## config.mk

```make
export PLATFORM = sky130hd
export DESIGN_NAME = sync_crc8_frame_parser
export DESIGN_NICKNAME = d
export VERILOG_FILES = /design/src/rtl/scfp_pkg.sv /design/src/rtl/scfp_datapath.sv /design/src/rtl/scfp_ctrl.sv /design/src/rtl/sync_crc8_frame_parser.sv
export SDC_FILE = /design/constraint.sdc
export NUM_CORES = 1
export LEC_CHECK = 0
export ABC_AREA = 1
export BUFFER_PORTS_ARGS = -buffer_cell sky130_fd_sc_hd__buf_2
export CAP_MARGIN = 25
export CORE_UTILIZATION = 35
export DETAILED_ROUTE_END_ITERATION = 10
export HOLD_SLACK_MARGIN = 0.06
export SLEW_MARGIN = 20
export SYNTH_ARGS = -nofsm -noshare
export SYNTH_HDL_FRONTEND = slang
export SYNTH_SLANG_ARGS = --single-unit
```

## constraint.sdc

```tcl
create_clock -name clk -period 7.87 [get_ports clk]
set_input_delay 0.787 -clock clk [delete_from_list [all_inputs] [get_ports clk]]
set_output_delay 0.787 -clock clk [all_outputs]
set_load 0.1 [all_outputs]
```

## src/rtl/scfp_pkg.sv

```systemverilog
// ----------------------------------------------------------------------------
// scfp_pkg: shared types and constants for the sync CRC-8 frame parser
// Field widths, frame constants, event codes and controller/datapath signals.
// ----------------------------------------------------------------------------
`default_nettype none
package scfp_pkg;
	localparam int FRAME_BYTES = 11;
	localparam logic [3:0] FILL_FULL = 4'(FRAME_BYTES);
	localparam logic [3:0] CRC_LAST = 4'(FRAME_BYTES - 2);
	localparam logic [7:0] SYNC_FIRST = 8'hA5;
	localparam logic [7:0] SYNC_SECOND = 8'h5A;
	localparam logic [7:0] CRC_POLY = 8'h07;
	localparam logic [7:0] CRC_INIT = 8'hFF;
	localparam logic [15:0] AGE_CEILING = 16'hFFFF;

	localparam logic [2:0] EV_NONE = 3'd0;
	localparam logic [2:0] EV_VALID = 3'd1;
	localparam logic [2:0] EV_INVALID = 3'd2;
	localparam logic [2:0] EV_VERSION = 3'd3;
	localparam logic [2:0] EV_CRC = 3'd4;

	localparam logic [1:0] REG_VERSION = 2'd0;
	localparam logic [1:0] REG_VALID_MASK = 2'd1;
	localparam logic [1:0] REG_VEL_MASK = 2'd2;
	localparam logic [1:0] REG_RECOVERY = 2'd3;

	typedef struct packed {
		logic load;      // write incoming byte at fill position
		logic drop;      // shift window down one byte
		logic clear1;    // clear lone non-sync byte
		logic crc_start; // seed CRC
		logic crc_step;  // fold one window byte
		logic accept;    // commit frame
	} cmd_t;

	typedef struct packed {
		logic [3:0] fill;
		logic       sync_ok;
		logic       lone_bad;
		logic       ver_ok;
		logic       crc_ok;
		logic       crc_last;
	} sts_t;
endpackage
`default_nettype wire

```

## src/rtl/scfp_datapath.sv

```systemverilog
// ----------------------------------------------------------------------------
// scfp_datapath: frame window, CRC unit and measurement state
// Shifts the window, folds one byte per cycle into the CRC and commits frames.
// ----------------------------------------------------------------------------
`default_nettype none
module scfp_datapath import scfp_pkg::*; (
	input  wire logic        clk,
	input  wire logic        arst_n,
	input  wire cmd_t        cmd,
	output sts_t             sts,
	input  wire logic [7:0]  rx_byte,
	input  wire logic [31:0] rx_time_ms,
	input  wire logic [31:0] now_ms,
	input  wire logic [7:0]  cfg_version,
	input  wire logic [7:0]  cfg_valid_mask,
	input  wire logic [7:0]  cfg_vel_mask,
	input  wire logic [7:0]  cfg_recovery,
	output logic [2:0]       accept_event,
	output logic [7:0]       accept_missed,
	output logic             have_measurement,
	output logic [7:0]       seq_number,
	output logic [7:0]       src_age_ms,
	output logic signed [15:0] position,
	output logic signed [15:0] velocity,
	output logic [7:0]       flags_byte,
	output logic [31:0]      frame_end_ms,
	output logic             vel_trusted,
	output logic [15:0]      peak_age_ms,
	output logic             hold_flag
);
	localparam int FW = $clog2(FRAME_BYTES + 1);

	logic [7:0] win_q [FRAME_BYTES];
	logic [FW-1:0] fill_q;
	logic [7:0] crc_q;
	logic [3:0] crc_idx_q;
	logic [31:0] arr_q, now_q;
	logic seq_seen_q, last_valid_q;
	logic [7:0] prev_seq_q, rec_q;

	logic [7:0] crc_in, crc_next;
	logic [7:0] delta;
	logic gap, flag_ok;
	logic [7:0] rec_next;
	logic [32:0] age_wide;
	logic [15:0] age_sat;

	always_comb begin
		crc_next = crc_q ^ win_q[crc_idx_q];
		crc_in = crc_next;
		for (int b = 0; b < 8; b++) begin
			crc_in = crc_in[7] ? ((crc_in << 1) ^ CRC_POLY) : (crc_in << 1);
		end
	end

	assign sts.fill = 4'(fill_q);
	assign sts.sync_ok = (win_q[0] == SYNC_FIRST) && (win_q[1] == SYNC_SECOND);
	assign sts.lone_bad = (win_q[0] != SYNC_FIRST);
	assign sts.ver_ok = (win_q[2] == cfg_version);
	assign sts.crc_ok = (crc_q == win_q[FRAME_BYTES-1]);
	assign sts.crc_last = (crc_idx_q == CRC_LAST);

	assign delta = win_q[3] - prev_seq_q;
	assign gap = seq_seen_q && (delta != 8'd1);
	assign flag_ok = (win_q[9] & cfg_valid_mask) != 8'd0;
	always_comb begin
		rec_next = rec_q;
		if (gap) rec_next = cfg_recovery;
		else if (flag_ok && rec_q != 8'd0) rec_next = rec_q - 8'd1;
	end
	assign age_wide = {25'd0, win_q[4]} + {1'b0, now_q - arr_q} + 33'd1;
	assign age_sat = (age_wide > {17'd0, AGE_CEILING}) ? AGE_CEILING : age_wide[15:0];

	always_ff @(posedge clk) begin
		if (cmd.load) begin
			win_q[fill_q[3:0]] <= rx_byte;
			// hold the word's times for the frame commit
			arr_q <= rx_time_ms;
			now_q <= now_ms;
		end
		if (cmd.drop) begin
			for (int i = 1; i < FRAME_BYTES; i++) win_q[i-1] <= win_q[i];
		end
		if (cmd.crc_start) begin
			crc_q <= CRC_INIT;
			crc_idx_q <= 4'd2;
		end else if (cmd.crc_step) begin
			crc_q <= crc_in;
			crc_idx_q <= crc_idx_q + 4'd1;
		end
	end

	always_ff @(posedge clk or negedge arst_n) begin
		if (!arst_n) begin
			fill_q <= '0;
			seq_seen_q <= 1'b0;
			prev_seq_q <= '0;
			rec_q <= '0;
			last_valid_q <= 1'b0;
			have_measurement <= 1'b0;
			seq_number <= '0;
			src_age_ms <= '0;
			position <= '0;
			velocity <= '0;
			flags_byte <= '0;
			frame_end_ms <= '0;
			vel_trusted <= 1'b0;
			peak_age_ms <= '0;
			accept_event <= EV_NONE;
			accept_missed <= '0;
		end else begin
			if (cmd.load) fill_q <= fill_q + FW'(1);
			else if (cmd.drop) fill_q <= fill_q - FW'(1);
			else if (cmd.clear1) fill_q <= '0;
			if (cmd.accept) begin
				fill_q <= '0;
				seq_seen_q <= 1'b1;
				prev_seq_q <= win_q[3];
				rec_q <= rec_next;
				accept_missed <= gap ? ((delta == 8'd0) ? 8'd1 : delta - 8'd1) : 8'd0;
				if (flag_ok) begin
					accept_event <= EV_VALID;
					last_valid_q <= 1'b1;
					have_measurement <= 1'b1;
					seq_number <= win_q[3];
					src_age_ms <= win_q[4];
					position <= {win_q[6], win_q[5]};
					velocity <= {win_q[8], win_q[7]};
					flags_byte <= win_q[9];
					frame_end_ms <= arr_q;
					vel_trusted <= ((win_q[9] & cfg_vel_mask) != 8'd0) &&
						(rec_next == 8'd0);
					if (age_sat > peak_age_ms) peak_age_ms <= age_sat;
				end else begin
					accept_event <= EV_INVALID;
					last_valid_q <= 1'b0;
				end
			end
		end
	end

	assign hold_flag = !last_valid_q;
endmodule
`default_nettype wire

```

## src/rtl/scfp_ctrl.sv

```systemverilog
// ----------------------------------------------------------------------------
// scfp_ctrl: sequencer for the frame parser
// Loads a byte, hunts sync, checks version and CRC, resyncs and emits results.
// ----------------------------------------------------------------------------
`default_nettype none
module scfp_ctrl import scfp_pkg::*; (
	input  wire logic       clk,
	input  wire logic       arst_n,
	input  wire logic       in_valid,
	output logic            in_ready,
	output logic            out_valid,
	input  wire logic       out_ready,
	input  wire sts_t       sts,
	output cmd_t            cmd,
	output logic [2:0]      event_res
);
	typedef enum logic [2:0] {S_IDLE, S_HUNT, S_CHECK, S_CRC, S_FAIL, S_HUNT2} state_t;
	state_t state_q;
	logic [2:0] ev_q;

	assign in_ready = (state_q == S_IDLE) && !out_valid;

	always_comb begin
		cmd = '0;
		case (state_q)
			S_IDLE: cmd.load = in_valid && in_ready && (sts.fill != FILL_FULL);
			S_HUNT, S_HUNT2: begin
				if (sts.fill >= 4'd2 && !sts.sync_ok) cmd.drop = 1'b1;
				else if (sts.fill == 4'd1 && sts.lone_bad) cmd.clear1 = 1'b1;
			end
			S_CHECK: cmd.crc_start = (sts.fill == FILL_FULL) && sts.ver_ok;
			S_CRC: cmd.crc_step = 1'b1;
			S_FAIL: cmd.drop = 1'b1;
			default: cmd = '0;
		endcase
	end

	always_ff @(posedge clk or negedge arst_n) begin
		if (!arst_n) begin
			state_q <= S_IDLE;
			out_valid <= 1'b0;
			ev_q <= EV_NONE;
			event_res <= EV_NONE;
		end else begin
			if (out_valid && out_ready) out_valid <= 1'b0;
			case (state_q)
				S_IDLE: if (in_valid && in_ready) begin
					state_q <= S_HUNT;
					ev_q <= EV_NONE;
				end
				S_HUNT: if (!(cmd.drop || cmd.clear1)) state_q <= S_CHECK;
				S_CHECK: begin
					if (sts.fill != FILL_FULL) begin
						event_res <= ev_q;
						out_valid <= 1'b1;
						state_q <= S_IDLE;
					end else if (!sts.ver_ok) begin
						ev_q <= EV_VERSION;
						state_q <= S_FAIL;
					end else state_q <= S_CRC;
				end
				S_CRC: if (sts.crc_last) state_q <= S_FAIL;
				S_FAIL: begin
					// CRC result is ready here; FAIL also hosts the accept decision
					state_q <= S_HUNT2;
				end
				S_HUNT2: if (!(cmd.drop || cmd.clear1)) begin
					event_res <= ev_q;
					out_valid <= 1'b1;
					state_q <= S_IDLE;
				end
				default: state_q <= S_IDLE;
			endcase
		end
	end
endmodule
`default_nettype wire

```

## src/rtl/sync_crc8_frame_parser.sv

```systemverilog
// Sequencing from byte accept to result valid: hunt and check when no full frame
// forms, a resync after a version failure, 8 CRC steps (one byte per cycle)
// for an accepted frame, and the CRC steps plus a resync on a CRC failure.
// Throughput: one byte in flight; ready returns the cycle after the result word
// is taken, and an output stall holds off the next byte.
// Reset: arst_n clears fill, sequence and measurement state; loads defaults.
// ----------------------------------------------------------------------------
// sync_crc8_frame_parser: top level
// Config registers, sequencer and datapath for the framed packet parser.
// ----------------------------------------------------------------------------
`default_nettype none
module sync_crc8_frame_parser import scfp_pkg::*; (
	input  wire logic        clk,
	input  wire logic        arst_n,
	input  wire logic        in_valid,
	output logic             in_ready,
	input  wire logic [7:0]  rx_byte,
	input  wire logic [31:0] rx_time_ms,
	input  wire logic [31:0] now_ms,
	input  wire logic        cfg_valid,
	output logic             cfg_ready,
	input  wire logic [1:0]  cfg_index,
	input  wire logic [7:0]  cfg_data,
	output logic             out_valid,
	input  wire logic        out_ready,
	output logic [2:0]       event_res,
	output logic             have_measurement,
	output logic [7:0]       seq_number,
	output logic [7:0]       src_age_ms,
	output logic signed [15:0] position,
	output logic signed [15:0] velocity,
	output logic [7:0]       flags_byte,
	output logic [31:0]      frame_end_ms,
	output logic             vel_trusted,
	output logic [7:0]       missed_frames,
	output logic [15:0]      peak_age_ms,
	output logic             hold_flag
);
	logic [7:0] ver_q, vmask_q, velmask_q, rec_q;
	cmd_t cmd, cmd_dp;
	sts_t sts;
	logic [2:0] ctl_event, acc_event;
	logic [7:0] acc_missed;
	logic fail_state, acc_fire;
	logic acc_done_q;

	assign cfg_ready = 1'b1;
	always_ff @(posedge clk or negedge arst_n) begin
		if (!arst_n) begin
			ver_q <= 8'd1;
			vmask_q <= 8'd1;
			velmask_q <= 8'd2;
			rec_q <= 8'd3;
		end else if (cfg_valid && cfg_ready) begin
			case (cfg_index)
				REG_VERSION: ver_q <= cfg_data;
				REG_VALID_MASK: vmask_q <= cfg_data;
				REG_VEL_MASK: velmask_q <= cfg_data;
				REG_RECOVERY: rec_q <= cfg_data;
				default: ;
			endcase
		end
	end

	scfp_ctrl u_ctrl (
		.clk, .arst_n, .in_valid, .in_ready, .out_valid, .out_ready, .sts,
		.cmd, .event_res(ctl_event)
	);

	// in the fail slot after CRC: commit on a CRC match, else drop one byte
	assign fail_state = cmd.drop && sts.fill == FILL_FULL && sts.ver_ok && !cmd.load;
	assign acc_fire = fail_state && sts.crc_ok && !acc_done_q;
	always_comb begin
		cmd_dp = cmd;
		if (acc_fire) begin
			cmd_dp.drop = 1'b0;
			cmd_dp.accept = 1'b1;
		end
	end
	always_ff @(posedge clk or negedge arst_n) begin
		if (!arst_n) acc_done_q <= 1'b0;
		else if (cmd.load) acc_done_q <= 1'b0;
		else if (cmd_dp.accept) acc_done_q <= 1'b1;
	end

	logic crc_fail_q, acc_q;
	always_ff @(posedge clk or negedge arst_n) begin
		if (!arst_n) begin
			crc_fail_q <= 1'b0;
			acc_q <= 1'b0;
		end else if (cmd.load) begin
			crc_fail_q <= 1'b0;
			acc_q <= 1'b0;
		end else if (fail_state && !acc_done_q) begin
			crc_fail_q <= !sts.crc_ok;
			acc_q <= sts.crc_ok;
		end
	end

	scfp_datapath u_dp (
		.clk, .arst_n, .cmd(cmd_dp), .sts, .rx_byte, .rx_time_ms, .now_ms,
		.cfg_version(ver_q), .cfg_valid_mask(vmask_q), .cfg_vel_mask(velmask_q),
		.cfg_recovery(rec_q), .accept_event(acc_event), .accept_missed(acc_missed),
		.have_measurement, .seq_number, .src_age_ms, .position, .velocity,
		.flags_byte, .frame_end_ms, .vel_trusted, .peak_age_ms, .hold_flag
	);

	assign event_res = acc_q ? acc_event : (crc_fail_q ? EV_CRC : ctl_event);
	assign missed_frames = acc_q ? acc_missed : 8'd0;
endmodule
`default_nettype wire

```

==> impl_metrics.json <==
{
  "status": "finished clean",
  "yosysSeqAreaShare_pct": 50.4,
  "required_ns": 8.39,
  "ant_nets": 0,
  "crit_path_frequent_cell": "nand2_1",
  "fin_cells": 3466,
  "cts_resized": 0,
  "dieWidth_um": 247,
  "leakage_nw": 11.5,
  "fin_crit_sh_pct": 79.9,
  "post-cts-setup-buffers": 0,
  "critPathMaxStageDelay_ns": 0.54,
  "fp.dieH_um": 247,
  "crit_path_start_kind": "register",
  "synth_nets": 2617,
  "path_class": "reg -> reg",
  "holdBufCountCts": 0,
  "area_growth_pct": 16.0,
  "layout_commonest_cell": "nand2_1",
  "synth-edff-count": 192,
  "clk_pin_slew_ns": 0.06,
  "grt_pass1_vias": 16600,
  "slew_headroom_pct": 29.1,
  "finish.utilization_pct": 41.1,
  "gr-usage-all-layers_pct": 20.5,
  "finalPower_w": 0.00922,
  "peakVddDrop_mv": 0.220,
  "fillCellCount": 5923,
  "dp_cells": 3384,
  "grt_first_pass_wirelength_um": 95800,
  "fmax_mhz": 159,
  "maxCapViolations": 0,
  "die-area_mm2": 0.0608,
  "initial_core_util_pct": 35.5,
  "min_period_ns": 6.29,
  "drc": 0,
  "p_per_area_mw_per_mm2": 380,
  "clock_latency_ns": 0.59,
  "synth_cell_types": 58,
  "cts_root_buffer": "clkbuf_16",
  "synth_area_per_cell_um2": 8.53,
  "num_rows": 89,
  "drt-wirelength-per-cell_um": 18.0,
  "cp_slowest_cell": "inv_1",
  "cts.sinks": 386,
  "arrival_ns": 6.81,
  "grt_max_degree": 123,
  "post-dp-hpwl_um": 46900,
  "antenna_found_initial": 2,
  "setup_tns_ns": 0,
  "nNetsFinal": 2820,
  "ys_ff_latch": 386,
  "io_buffer_count": 206,
  "viasPerCell": 5.07,
  "yosysWarningCount": 0,
  "gp_congestion": 0.907,
  "maxSlewViolCount": 0,
  "final_cell_mix": "nand2_1, inv_1, o21ai_0, buf_2, edfxtp_1",
  "ys.flop_type": "edfxtp_1",
  "cts_buffers": 43,
  "netlist_area_mm2": 0.0209,
  "clock_skew_ns": 0.0221,
  "vias": 17600,
  "crit_fanout": 17,
  "coreArea_mm2": 0.0590,
  "final-hold-violation-count": 0,
  "drtIter0Drc": 1461,
  "syn_inst": 2454,
  "wl_um": 62200,
  "first_pass_iters": 5,
  "async_flop_share_pct": 46.1,
  "end_kind": "register",
  "pin_count": 208,
  "setup_violations": 0,
  "overflow": 0,
  "rsz0062_at_grt": "false",
  "hp-class": "in -> async",
  "worstMarginPinSlew_ns": 1.06,
  "cts_tree": "done",
  "drive_gt1_share_pct": 15.6,
  "cts_max_level": 2,
  "cts_buffer_depth": 3
}
[final timing paths]
path	cells after the start	start	slack [ns]	endpoint
worst max-delay path	37	u_dp.now_q[0]	1.58	u_dp.peak_age_ms[11]
worst min-delay path	1	arst_n	0.18	u_ctrl.out_valid
worst max register to register	37	u_dp.now_q[0]	1.58	u_dp.peak_age_ms[11]
worst min register to register	1	u_dp.have_measurement	0.47	u_dp.have_measurement
max in group asynchronous	2	arst_n	6.44	u_dp.frame_end_ms[29]
min in group clk	1	now_ms[31]	0.38	u_dp.now_q[31]
[metal layers]
| layer | vias to the layer above | GRT usage [%] | wire length [um] |
|---|---|---|---|
| met5 | - | 0 | 13 |
| li1 | 8465 | - | - |
| met4 | 2 | 5.07 | 1180 |
| met3 | 78 | 3.54 | 4690 |
| met1 | 8397 | 31.0 | 29900 |
| met2 | 646 | 29.8 | 26400 |
[report_power, final]
part	internal [W]	leakage [nW]	total, W	switching (W)
Sequential	0.00276	4.34	0.00307	0.000304
Combinational	0.00117	6.47	0.00409	0.00292
Clock	0.00121	0.703	0.00207	0.000865
[synth_stat cells (12+ instances only)]
library cell  count  area, um2
dfrtp_1         173       4330
nand2_2          30        188
inv_1           344       1290
a21oi_1          93        465
or2_2            12       75.1
nor2_2           18        113
nand3_1         121        606
nand4_1          29        181
xor2_1           54        473
xnor2_1          17        149
dfxtp_1          16        320
clkbuf_1         57        214
ha_1             73        913
o21ai_0         332       1660
inv_2            20       75.1
nor2_1          123        462
edfxtp_1        192       5770
nand2_1         604       2270
nor3_1           19       95.1
[sequential cells by signal, summed over array words and instances (netlist names), 16 cells and up, named ones only]
register	cells
u_dp.peak_age_ms	16
u_dp.frame_end_ms	32
u_dp.win_q	128
u_dp.now_q	32
u_dp.arr_q	32
u_dp.position	16
u_dp.velocity	16
[final cells by class]
class                      count  area, um2  area share [%]
antenna                        1       2.50          0.0103
clock buffer                  53       1140            4.71
clock inverter                27        295            1.22
inverter                     368       1380            5.70
multi-input combinational   1631       8710            35.9
sequential                   386      10500            43.5
tap                          773        967            3.99
timing repair buffer         227       1210            4.99
[critical path, delay by kind of cell, from the launching register on]
family                     cells  cell delay (ns)
adders and majority gates      4             1.28
DFF                            1             0.36
AOI/OAI and AO/OA              1             0.20
xor gates and xnor gates       1             0.19
buffers and inverters          4             0.72
and+or+nand+nor               27             3.46
[through the flow]
stage | hold WS (ns) | worst slack [ns] | instance area (um2)
after floorplan | 0.448 | 0.542 | 20900
after global placement | 0.450 | 1.67 | 22800
after detailed placement | 0.458 | 1.57 | 22800
after CTS | 0.163 | 1.53 | 24200
after global routing | 0.192 | 0.834 | 24300
final | 0.180 | 1.58 | 24300
[cell families after synthesis]
group / share of synthesized area [%]
mux: 0.0478
fa+ha+maj: 4.65
simple gates: 21.7
other cells: 0.0179
flops: 50.4
buf+inv: 8.06
xor+xnor: 2.97
compound gates: 12.1
Power figures use the tool's default switching activity.
